==> config.mk <==
export PLATFORM = sky130hd
export DESIGN_NAME = accumulating_pid_controller
export DESIGN_NICKNAME = d
export VERILOG_FILES = /design/src/apc_pkg.sv /design/src/accumulating_pid_controller.sv /design/src/apc_sequencer.sv /design/src/apc_datapath.sv
export SDC_FILE = /design/constraint.sdc
export NUM_CORES = 2
export LEC_CHECK = 0
export ABC_CLOCK_PERIOD_IN_PS = 18000
export BUFFER_PORTS_ARGS = -buffer_cell sky130_fd_sc_hd__buf_2
export CELL_PAD_IN_SITES_DETAIL_PLACEMENT = 1
export CELL_PAD_IN_SITES_GLOBAL_PLACEMENT = 1
export CORE_MARGIN = 5
export CORE_UTILIZATION = 28
export CTS_BUF_LIST = sky130_fd_sc_hd__clkbuf_4
export CTS_CLUSTER_SIZE = 12
export DETAILED_ROUTE_END_ITERATION = 12
export GPL_TIMING_DRIVEN = 0
export PLACE_DENSITY_LB_ADDON = 0.08
export SYNTH_ARGS = -nofsm -noshare
export SYNTH_HDL_FRONTEND = slang
export SYNTH_SLANG_ARGS = --single-unit
==> constraint.sdc <==
create_clock -name clk -period 18 [get_ports clk]
set_input_delay 0 -clock clk [delete_from_list [all_inputs] [get_ports clk]]
set_output_delay 0 -clock clk [all_outputs]
set_load 0.005 [all_outputs]
==> src/apc_pkg.sv <==
// ----------------------------------------------------------------------------
// apc_pkg: shared types, constants and the control program
// Widths, register indexes, datapath operations, jump conditions, the
// microcode table and the saturation helper used by the PID controller.
// ----------------------------------------------------------------------------
`default_nettype none

package apc_pkg;

	localparam int FRAC_BITS_DEF = 16;
	localparam int DATA_W        = 32;
	localparam int LIM_W         = 31;
	localparam int CFG_IDX_W     = 3;
	localparam int OPND_W        = DATA_W + 1;
	localparam int PROD_W        = 2 * OPND_W;
	localparam int PC_W          = 4;
	localparam int DIV_CNT_W     = $clog2(DATA_W);

	typedef enum logic [CFG_IDX_W-1:0] {
		CFG_KP,
		CFG_KI,
		CFG_KD,
		CFG_OLIM,
		CFG_ILIM
	} cfg_idx_t;

	typedef enum logic [3:0] {
		OP_NOP,
		OP_MUL_P,
		OP_SET_P,
		OP_MUL_INC,
		OP_INTEG,
		OP_MUL_I,
		OP_SET_I,
		OP_MUL_D,
		OP_DIV_INIT,
		OP_DIV_STEP,
		OP_SET_D,
		OP_ACC,
		OP_CLR,
		OP_OUT,
		OP_OUT_SKIP
	} dp_op_t;

	typedef enum logic [2:0] {
		JC_NEXT,
		JC_ALWAYS,
		JC_CLEAR,
		JC_DT_ZERO,
		JC_NO_GATE,
		JC_DIV_BUSY
	} jump_cond_t;

	typedef struct packed {
		dp_op_t            op;
		jump_cond_t        cond;
		logic [PC_W-1:0]   target;
		logic              fin;
	} ucode_t;

	typedef struct packed {
		dp_op_t op;
		logic   exec;
		logic   load;
	} dp_ctrl_t;

	typedef struct packed {
		logic clear;
		logic dt_zero;
		logic no_gate;
		logic div_busy;
	} dp_stat_t;

	localparam logic [PC_W-1:0] L_SKIP_INTEG = 4'd6;
	localparam logic [PC_W-1:0] L_DIV_LOOP   = 4'd10;
	localparam logic [PC_W-1:0] L_CLEAR      = 4'd13;
	localparam logic [PC_W-1:0] L_OUT        = 4'd14;
	localparam logic [PC_W-1:0] L_HOLD       = 4'd15;

	localparam logic signed [DATA_W-1:0] SAT_MAX = 32'sh7fff_ffff;
	localparam logic signed [DATA_W-1:0] SAT_MIN = 32'sh8000_0000;

	function automatic ucode_t ucode_rom(input logic [PC_W-1:0] pc);
		ucode_t w;
		w = '{op: OP_NOP, cond: JC_NEXT, target: '0, fin: 1'b0};
		case (pc)
			4'd0:  w = '{op: OP_NOP,      cond: JC_CLEAR,    target: L_CLEAR,      fin: 1'b0};
			4'd1:  w = '{op: OP_NOP,      cond: JC_DT_ZERO,  target: L_HOLD,       fin: 1'b0};
			4'd2:  w = '{op: OP_MUL_P,    cond: JC_NEXT,     target: '0,           fin: 1'b0};
			4'd3:  w = '{op: OP_SET_P,    cond: JC_NEXT,     target: '0,           fin: 1'b0};
			4'd4:  w = '{op: OP_MUL_INC,  cond: JC_NO_GATE,  target: L_SKIP_INTEG, fin: 1'b0};
			4'd5:  w = '{op: OP_INTEG,    cond: JC_NEXT,     target: '0,           fin: 1'b0};
			4'd6:  w = '{op: OP_MUL_I,    cond: JC_NEXT,     target: '0,           fin: 1'b0};
			4'd7:  w = '{op: OP_SET_I,    cond: JC_NEXT,     target: '0,           fin: 1'b0};
			4'd8:  w = '{op: OP_MUL_D,    cond: JC_NEXT,     target: '0,           fin: 1'b0};
			4'd9:  w = '{op: OP_DIV_INIT, cond: JC_NEXT,     target: '0,           fin: 1'b0};
			4'd10: w = '{op: OP_DIV_STEP, cond: JC_DIV_BUSY, target: L_DIV_LOOP,   fin: 1'b0};
			4'd11: w = '{op: OP_SET_D,    cond: JC_NEXT,     target: '0,           fin: 1'b0};
			4'd12: w = '{op: OP_ACC,      cond: JC_ALWAYS,   target: L_OUT,        fin: 1'b0};
			4'd13: w = '{op: OP_CLR,      cond: JC_NEXT,     target: '0,           fin: 1'b0};
			4'd14: w = '{op: OP_OUT,      cond: JC_NEXT,     target: '0,           fin: 1'b1};
			4'd15: w = '{op: OP_OUT_SKIP, cond: JC_NEXT,     target: '0,           fin: 1'b1};
			default: w = '{op: OP_NOP, cond: JC_NEXT, target: '0, fin: 1'b0};
		endcase
		return w;
	endfunction

	function automatic logic signed [DATA_W-1:0] sat32(input logic signed [PROD_W-1:0] x);
		logic [PROD_W-DATA_W:0] top;
		top = x[PROD_W-1:DATA_W-1];
		if (top == '0 || top == '1) begin
			return x[DATA_W-1:0];
		end
		return x[PROD_W-1] ? SAT_MIN : SAT_MAX;
	endfunction

endpackage

`default_nettype wire

==> src/accumulating_pid_controller.sv <==
// ----------------------------------------------------------------------------
// accumulating_pid_controller: fixed-point PID controller with anti-windup
// Microcoded sequencer over a shared multiplier and a restoring divider.
// ----------------------------------------------------------------------------
// One transaction at a time. An update divides the derivative numerator by
// the time step one bit per cycle, and the integral update is skipped when
// the proportional term holds the integral; the four products share one
// registered multiplier. A clear, or an update with a zero time step, skips
// the PID terms. The last step waits while an earlier result is still
// unread. The next input is taken as soon as the program has finished,
// while the previous result may still wait in the output register.
`default_nettype none

module accumulating_pid_controller #(
	parameter int FRAC_BITS = apc_pkg::FRAC_BITS_DEF
) (
	input  wire logic                               clk,
	input  wire logic                               arst_n,
	input  wire logic                               cfg_we,
	input  wire logic [apc_pkg::CFG_IDX_W-1:0]      cfg_index,
	input  wire logic [apc_pkg::DATA_W-1:0]         cfg_data,
	input  wire logic                               in_valid,
	output logic                                    in_ready,
	input  wire logic                               opcode,
	input  wire logic signed [apc_pkg::DATA_W-1:0]  error_value,
	input  wire logic [apc_pkg::DATA_W-1:0]         time_step,
	output logic                                    out_valid,
	input  wire logic                               out_ready,
	output logic signed [apc_pkg::DATA_W-1:0]       drive_value,
	output logic                                    step_skipped
);
	import apc_pkg::*;

	dp_ctrl_t ctrl;
	dp_stat_t stat;

	apc_sequencer u_seq (
		.clk       (clk),
		.arst_n    (arst_n),
		.in_valid  (in_valid),
		.in_ready  (in_ready),
		.out_valid (out_valid),
		.out_ready (out_ready),
		.stat      (stat),
		.ctrl      (ctrl)
	);

	apc_datapath #(
		.FRAC_BITS (FRAC_BITS)
	) u_dp (
		.clk          (clk),
		.arst_n       (arst_n),
		.cfg_we       (cfg_we),
		.cfg_index    (cfg_index),
		.cfg_data     (cfg_data),
		.opcode       (opcode),
		.error_value  (error_value),
		.time_step    (time_step),
		.ctrl         (ctrl),
		.stat         (stat),
		.drive_value  (drive_value),
		.step_skipped (step_skipped)
	);

	a_busy_after_accept: assert property (@(posedge clk) disable iff (!arst_n)
		in_valid && in_ready |=> !in_ready)
		else $error("input taken again before the program ran");

	a_result_from_program: assert property (@(posedge clk) disable iff (!arst_n)
		$rose(out_valid) |-> $past(!in_ready))
		else $error("result raised without a running program");

	a_idle_drains_output: assert property (@(posedge clk) disable iff (!arst_n)
		out_valid && out_ready && in_ready |=> !out_valid)
		else $error("result appeared while idle");

endmodule

`default_nettype wire

==> src/apc_sequencer.sv <==
// ----------------------------------------------------------------------------
// apc_sequencer: microcode step counter
// Walks the control program one word per cycle unless an unread result
// stalls it, jumps on datapath status and owns the in and out handshakes.
// ----------------------------------------------------------------------------
`default_nettype none

module apc_sequencer (
	input  wire logic              clk,
	input  wire logic              arst_n,
	input  wire logic              in_valid,
	output logic                   in_ready,
	output logic                   out_valid,
	input  wire logic              out_ready,
	input  wire apc_pkg::dp_stat_t stat,
	output apc_pkg::dp_ctrl_t      ctrl
);
	import apc_pkg::*;

	logic            busy_q;
	logic [PC_W-1:0] pc_q;
	logic            out_valid_q;
	ucode_t          cw;
	logic            stall;
	logic            exec;
	logic            take;

	assign cw    = ucode_rom(pc_q);
	assign stall = cw.fin && out_valid_q && !out_ready;
	assign exec  = busy_q && !stall;

	always_comb begin
		case (cw.cond)
			JC_NEXT:     take = 1'b0;
			JC_ALWAYS:   take = 1'b1;
			JC_CLEAR:    take = stat.clear;
			JC_DT_ZERO:  take = stat.dt_zero;
			JC_NO_GATE:  take = stat.no_gate;
			JC_DIV_BUSY: take = stat.div_busy;
			default:     take = 1'b0;
		endcase
	end

	assign in_ready  = !busy_q;
	assign out_valid = out_valid_q;
	assign ctrl      = '{op: cw.op, exec: exec, load: in_valid && !busy_q};

	always_ff @(posedge clk or negedge arst_n) begin
		if (!arst_n) begin
			busy_q      <= 1'b0;
			pc_q        <= '0;
			out_valid_q <= 1'b0;
		end else begin
			if (exec && cw.fin) begin
				out_valid_q <= 1'b1;
			end else if (out_valid_q && out_ready) begin
				out_valid_q <= 1'b0;
			end
			if (!busy_q) begin
				if (in_valid) begin
					busy_q <= 1'b1;
					pc_q   <= '0;
				end
			end else if (exec) begin
				if (cw.fin) begin
					busy_q <= 1'b0;
				end else if (take) begin
					pc_q <= cw.target;
				end else begin
					pc_q <= pc_q + 1'b1;
				end
			end
		end
	end

endmodule

`default_nettype wire

==> src/apc_datapath.sv <==
// ----------------------------------------------------------------------------
// apc_datapath: registers, shared multiplier and restoring divider
// Holds configuration and controller state and carries out one
// microcode operation per enabled cycle.
// ----------------------------------------------------------------------------
`default_nettype none

module apc_datapath #(
	parameter int FRAC_BITS = apc_pkg::FRAC_BITS_DEF
) (
	input  wire logic                                    clk,
	input  wire logic                                    arst_n,
	input  wire logic                                    cfg_we,
	input  wire logic [apc_pkg::CFG_IDX_W-1:0]           cfg_index,
	input  wire logic [apc_pkg::DATA_W-1:0]              cfg_data,
	input  wire logic                                    opcode,
	input  wire logic signed [apc_pkg::DATA_W-1:0]       error_value,
	input  wire logic [apc_pkg::DATA_W-1:0]              time_step,
	input  wire apc_pkg::dp_ctrl_t                       ctrl,
	output apc_pkg::dp_stat_t                            stat,
	output logic signed [apc_pkg::DATA_W-1:0]            drive_value,
	output logic                                         step_skipped
);
	import apc_pkg::*;

	localparam int ISUM_W = PROD_W + 1;
	localparam int ASUM_W = DATA_W + 2;
	localparam logic [DIV_CNT_W-1:0] DIV_LAST = DIV_CNT_W'(DATA_W - 1);

	logic signed [DATA_W-1:0] kp_q, ki_q, kd_q;
	logic [LIM_W-1:0]         olim_q, ilim_q;
	logic signed [DATA_W-1:0] acc_q, integ_q, prev_q;

	logic                     op_q;
	logic signed [DATA_W-1:0] err_q;
	logic [DATA_W-1:0]        dt_q;
	logic signed [PROD_W-1:0] prod_q;
	logic signed [DATA_W-1:0] p_q, iterm_q, dterm_q;
	logic [DATA_W-1:0]        rem_q, quo_q;
	logic                     neg_q, ovf_q;
	logic [DIV_CNT_W-1:0]     cnt_q;
	logic signed [DATA_W-1:0] drive_q;
	logic                     skip_q;

	logic signed [OPND_W-1:0] mul_a, mul_b;
	logic signed [PROD_W-1:0] prod_d, shifted;
	logic [DATA_W-1:0]        p_mag;
	logic signed [ISUM_W-1:0] isum, ilim_s, ilim_n;
	logic [PROD_W-1:0]        num_abs;
	logic [DATA_W:0]          rem_sh;
	logic                     rem_ge;
	logic [DATA_W:0]          rem_sub;
	logic signed [ASUM_W-1:0] asum, olim_s, olim_n;
	logic signed [DATA_W-1:0] dterm_d, integ_d, acc_d;

	always_comb begin
		case (ctrl.op)
			OP_MUL_P: begin
				mul_a = OPND_W'(kp_q);
				mul_b = OPND_W'(err_q);
			end
			OP_MUL_INC: begin
				mul_a = OPND_W'(err_q);
				mul_b = signed'({1'b0, dt_q});
			end
			OP_MUL_I: begin
				mul_a = OPND_W'(ki_q);
				mul_b = OPND_W'(integ_q);
			end
			OP_MUL_D: begin
				mul_a = OPND_W'(kd_q);
				mul_b = OPND_W'(err_q) - OPND_W'(prev_q);
			end
			default: begin
				mul_a = '0;
				mul_b = '0;
			end
		endcase
	end

	assign prod_d  = mul_a * mul_b;
	assign shifted = prod_q >>> FRAC_BITS;
	assign p_mag   = p_q[DATA_W-1] ? (~p_q + 1'b1) : p_q;

	assign isum   = ISUM_W'(integ_q) + ISUM_W'(shifted);
	assign ilim_s = ISUM_W'(signed'({1'b0, ilim_q}));
	assign ilim_n = -ilim_s;

	always_comb begin
		if (isum > ilim_s) begin
			integ_d = ilim_s[DATA_W-1:0];
		end else if (isum < ilim_n) begin
			integ_d = ilim_n[DATA_W-1:0];
		end else begin
			integ_d = isum[DATA_W-1:0];
		end
	end

	assign num_abs = prod_q[PROD_W-1] ? -prod_q : prod_q;
	assign rem_sh  = {rem_q, quo_q[DATA_W-1]};
	assign rem_ge  = rem_sh >= {1'b0, dt_q};
	assign rem_sub = rem_sh - {1'b0, dt_q};

	always_comb begin
		if (ovf_q) begin
			dterm_d = neg_q ? SAT_MIN : SAT_MAX;
		end else if (neg_q) begin
			dterm_d = (quo_q > 32'h8000_0000) ? SAT_MIN : -signed'(quo_q);
		end else begin
			dterm_d = quo_q[DATA_W-1] ? SAT_MAX : signed'(quo_q);
		end
	end

	assign asum   = ASUM_W'(acc_q) + ASUM_W'(p_q) + ASUM_W'(iterm_q) + ASUM_W'(dterm_q);
	assign olim_s = ASUM_W'(signed'({1'b0, olim_q}));
	assign olim_n = -olim_s;

	always_comb begin
		if (asum > olim_s) begin
			acc_d = olim_s[DATA_W-1:0];
		end else if (asum < olim_n) begin
			acc_d = olim_n[DATA_W-1:0];
		end else begin
			acc_d = asum[DATA_W-1:0];
		end
	end

	always_ff @(posedge clk or negedge arst_n) begin
		if (!arst_n) begin
			kp_q    <= '0;
			ki_q    <= '0;
			kd_q    <= '0;
			olim_q  <= '0;
			ilim_q  <= '0;
			acc_q   <= '0;
			integ_q <= '0;
			prev_q  <= '0;
		end else begin
			if (cfg_we) begin
				case (cfg_index)
					CFG_KP:   kp_q   <= cfg_data;
					CFG_KI:   ki_q   <= cfg_data;
					CFG_KD:   kd_q   <= cfg_data;
					CFG_OLIM: olim_q <= cfg_data[LIM_W-1:0];
					CFG_ILIM: ilim_q <= cfg_data[LIM_W-1:0];
					default: ;
				endcase
			end
			if (ctrl.exec) begin
				case (ctrl.op)
					OP_INTEG: integ_q <= integ_d;
					OP_ACC: begin
						acc_q  <= acc_d;
						prev_q <= err_q;
					end
					OP_CLR: begin
						acc_q   <= '0;
						integ_q <= '0;
						prev_q  <= '0;
					end
					default: ;
				endcase
			end
		end
	end

	always_ff @(posedge clk) begin
		if (ctrl.load) begin
			op_q  <= opcode;
			err_q <= error_value;
			dt_q  <= time_step;
		end
		if (ctrl.exec) begin
			case (ctrl.op)
				OP_MUL_P, OP_MUL_INC, OP_MUL_I, OP_MUL_D: prod_q <= prod_d;
				OP_SET_P: p_q     <= sat32(shifted);
				OP_SET_I: iterm_q <= sat32(shifted);
				OP_DIV_INIT: begin
					neg_q <= prod_q[PROD_W-1];
					ovf_q <= num_abs[2*DATA_W-1:DATA_W] >= dt_q;
					rem_q <= num_abs[2*DATA_W-1:DATA_W];
					quo_q <= num_abs[DATA_W-1:0];
					cnt_q <= '0;
				end
				OP_DIV_STEP: begin
					rem_q <= rem_ge ? rem_sub[DATA_W-1:0] : rem_sh[DATA_W-1:0];
					quo_q <= {quo_q[DATA_W-2:0], rem_ge};
					cnt_q <= cnt_q + 1'b1;
				end
				OP_SET_D: dterm_q <= dterm_d;
				OP_OUT: begin
					drive_q <= acc_q;
					skip_q  <= 1'b0;
				end
				OP_OUT_SKIP: begin
					drive_q <= acc_q;
					skip_q  <= 1'b1;
				end
				default: ;
			endcase
		end
	end

	assign stat = '{
		clear:    op_q,
		dt_zero:  dt_q == '0,
		no_gate:  p_mag >= {1'b0, olim_q},
		div_busy: cnt_q != DIV_LAST
	};

	assign drive_value  = drive_q;
	assign step_skipped = skip_q;

endmodule

`default_nettype wire
==> impl_metrics.json <==
{
  "period_share_pct": 82.6,
  "maxCapViolCount": 2,
  "critPathArrivalTime_ns": 15.68,
  "finalClockSkew_ns": 0.124,
  "slowest_delay_ns": 1.01,
  "synth-edff-count": 331,
  "routed_via_density": 5.04,
  "drv_slew": 12,
  "worstHoldEndpoint": "u_dp.olim_q[17]$_DFFE_PN0P_",
  "wl_per_cell_um": 29.1,
  "setup_viol": 0,
  "grt_pass1_vias": 72400,
  "netlist_area_um2": 79800,
  "syn_inst": 8441,
  "tritoncts": "yes",
  "cpMostUsedCell": "fa_1",
  "drt_drc_violations_left": 0,
  "io-pin-count": 140,
  "tightest_slew_ns": 1.52,
  "postSynth.asyncResetShare_pct": 44.0,
  "hold_violations": 0,
  "clockBufferDepth": 4,
  "drive_above_1_share_pct": 7.87,
  "hold_path.startpoint": "cfg_data[17]",
  "r2r_end": "u_dp.prod_q[64]$_DFFE_PP_",
  "firstDrtPassIters": 7,
  "cts_buffers": 180,
  "root_buffer": "clkbuf_4",
  "fin_nets": 11000,
  "vias": 65900,
  "synth.ff_latch_count": 591,
  "overflow": 0,
  "wirelength_um": 381000,
  "port_buffers": 139,
  "dp_hpwl_um": 319000,
  "r2r_cells": 36,
  "die_y_um": 544,
  "core-area_um2": 284000,
  "post_cts_buffers": 0,
  "fin_crit_ns": 14.87,
  "ys_warn_count": 0,
  "fp.dieW_um": 544,
  "clk_latency_ns": 1.20,
  "grt_max_degree": 94,
  "rsz0062_at_grt": "false",
  "crit_path_start_kind": "flop",
  "syn_nets": 10300,
  "slowest_stage": "buf_1",
  "grt_pass1_wl_um": 542000,
  "yosysUniqueCellTypes": 99,
  "crit_type": "reg -> reg",
  "dieArea_um2": 296000,
  "max_freq_mhz": 67.3,
  "syn_area_per_cell_um2": 9.45,
  "cts.sinks": 591,
  "crit_fanout": 10,
  "relSlewSlack_pct": -1.52,
  "cts.clk_slew.worst_paths_ns": 0.06,
  "place_congestion": 0.905,
  "cp-end-kind": "flop",
  "reg2reg_from": "u_seq.pc_q[1]$_DFFE_PN0P_",
  "drtIter0Drc": 3798,
  "ys.flop_type": "edfxtp_1",
  "largest_reg_flops": 66,
  "num_rows": 196,
  "cp.required_ns": 18.81,
  "hold_class": "in -> reg",
  "yosysSeqAreaShare_pct": 20.6,
  "antenna_found_initial": 39,
  "initial_core_util_pct": 28.0,
  "grt_usage_pct": 25.6,
  "min_path_cells": 3,
  "ant_nets": 0,
  "setup-tns-final_ns": 0,
  "violations": "capacitance limit, slew limit",
  "syn2layout_area_growth_pct": 14.9,
  "status": "complete, but fails checks",
  "r2r_slack_ns": 3.13,
  "htreeDepth": 4,
  "regMostFlops": "u_dp.prod_q"
}
repair_timing:
item / CTS / global route
hold endpoints to repair: 563 / 0
hold buffers: 314 / 0
resized for setup: 0 / 0
critical path, delay by kind of cell (launching register included):
kind | cells | cell delay [ns]
xor+xnor | 1 | 0.12
compound gates | 8 | 3.54
buf+inv | 9 | 3.71
fa+ha+maj | 10 | 5.08
simple gates | 7 | 1.28
mux | 1 | 0.34
flops | 1 | 0.39
per-stage QoR:
stage | util [%] | hold WS, ns | instance area, µm² | cells | setup WS (ns)
after global routing | 32.2 | 0.0437 | 91600 | 13000 | 2.82
after CTS | 32.2 | 0.00121 | 91600 | 13000 | 3.30
final | 32.2 | 0.133 | 91600 | 13100 | 3.13
after floorplan | - | -0.296 | 79800 | 8441 | 7.62
after global placement | 29.9 | 0.177 | 85200 | 12300 | 0.728
after detailed placement | 30.3 | -0.196 | 86200 | 12400 | 3.36
layer usage:
layer  up-vias  track usage [%]  wire length, µm
met5         -                0               49
met4         6             7.89            13400
met3       415             2.21            14300
met2      1406             43.8           184000
met1     34800             34.4           169000
li1      29200                -                -
final cells by class:
class / count / area (µm²)
repair buffers: 507 / 4610
diodes: 25 / 62.6
flip-flops and latches: 591 / 16400
well taps: 3762 / 4710
clock buffers: 268 / 2010
clock inverters: 54 / 254
multi-input cells: 6169 / 57200
plain buffers: 363 / 1420
inverters: 1318 / 4950
fillers: 32900 / 193000
worst max path at each step:
| stage | start | to | slack (ns) | cells after the start |
|---|---|---|---|---|
| floorplan | u_seq.pc_q[0]$_DFFE_PN0P_ | u_dp.prod_q[65]$_DFFE_PP_ | 7.62 | 31 |
| global placement | u_seq.pc_q[1]$_DFFE_PN0P_ | u_dp.prod_q[58]$_DFFE_PP_ | 0.73 | 33 |
| detailed placement | u_seq.pc_q[1]$_DFFE_PN0P_ | u_dp.prod_q[60]$_DFFE_PP_ | 3.36 | 36 |
| CTS | u_seq.pc_q[1]$_DFFE_PN0P_ | u_dp.prod_q[64]$_DFFE_PP_ | 3.30 | 36 |
| global route | u_seq.pc_q[1]$_DFFE_PN0P_ | u_dp.prod_q[64]$_DFFE_PP_ | 2.82 | 36 |
| finish | u_seq.pc_q[1]$_DFFE_PN0P_ | u_dp.prod_q[64]$_DFFE_PP_ | 3.13 | 36 |
cell families after synthesis:
| family | after synthesis | share of synthesized area (%) |
|---|---|---|
| AOI/OAI and AO/OA | 1420 | 11.7 |
| adders and majority gates | 1790 | 39.3 |
| and+or+nand+nor | 2368 | 13.4 |
| muxes | 254 | 3.39 |
| xor gates and xnor gates | 337 | 3.70 |
| buffers and inverters | 1681 | 7.98 |
| DFF | 591 | 20.6 |
cell usage after synthesis, types with 38 or more instances:
cell type / number / area share, %
nor2b_1: 66 / 0.52
nand4_1: 77 / 0.60
clkbuf_1: 320 / 1.5
nand2_1: 1223 / 5.8
o31ai_1: 46 / 0.43
nor3_1: 95 / 0.60
and2_1: 153 / 1.2
mux2_2: 132 / 1.9
xnor2_1: 247 / 2.7
o21a_1: 63 / 0.59
a22o_1: 44 / 0.48
ha_1: 600 / 9.4
a21oi_1: 377 / 2.4
nand3_1: 70 / 0.44
inv_1: 1317 / 6.2
o21ai_0: 276 / 1.7
nand2b_1: 62 / 0.49
a21o_1: 188 / 1.8
mux2i_1: 122 / 1.5
nor2_1: 426 / 2.0
edfxtp_1: 331 / 12
a31oi_1: 38 / 0.30
o22ai_1: 38 / 0.30
dfrtp_1: 260 / 8.2
fa_1: 1190 / 30
xor2_1: 90 / 0.99
cells in the final DEF (no fill, tap or decap), drive strengths merged, types with 305 or more instances in the layout:
cell | netlist | routed
a21oi | 379 | 379
clkbuf | 320 | 588
dlygate4sd3 | 0 | 314
edfxtp | 331 | 331
fa | 1190 | 1190
ha | 600 | 600
inv | 1317 | 1320
nand2 | 1224 | 1224
nor2 | 426 | 426
o21ai | 305 | 305
Power is left out: the tool's default activity adds up to more than one toggle a clock period on the data nets, which glitch-free logic cannot reach.
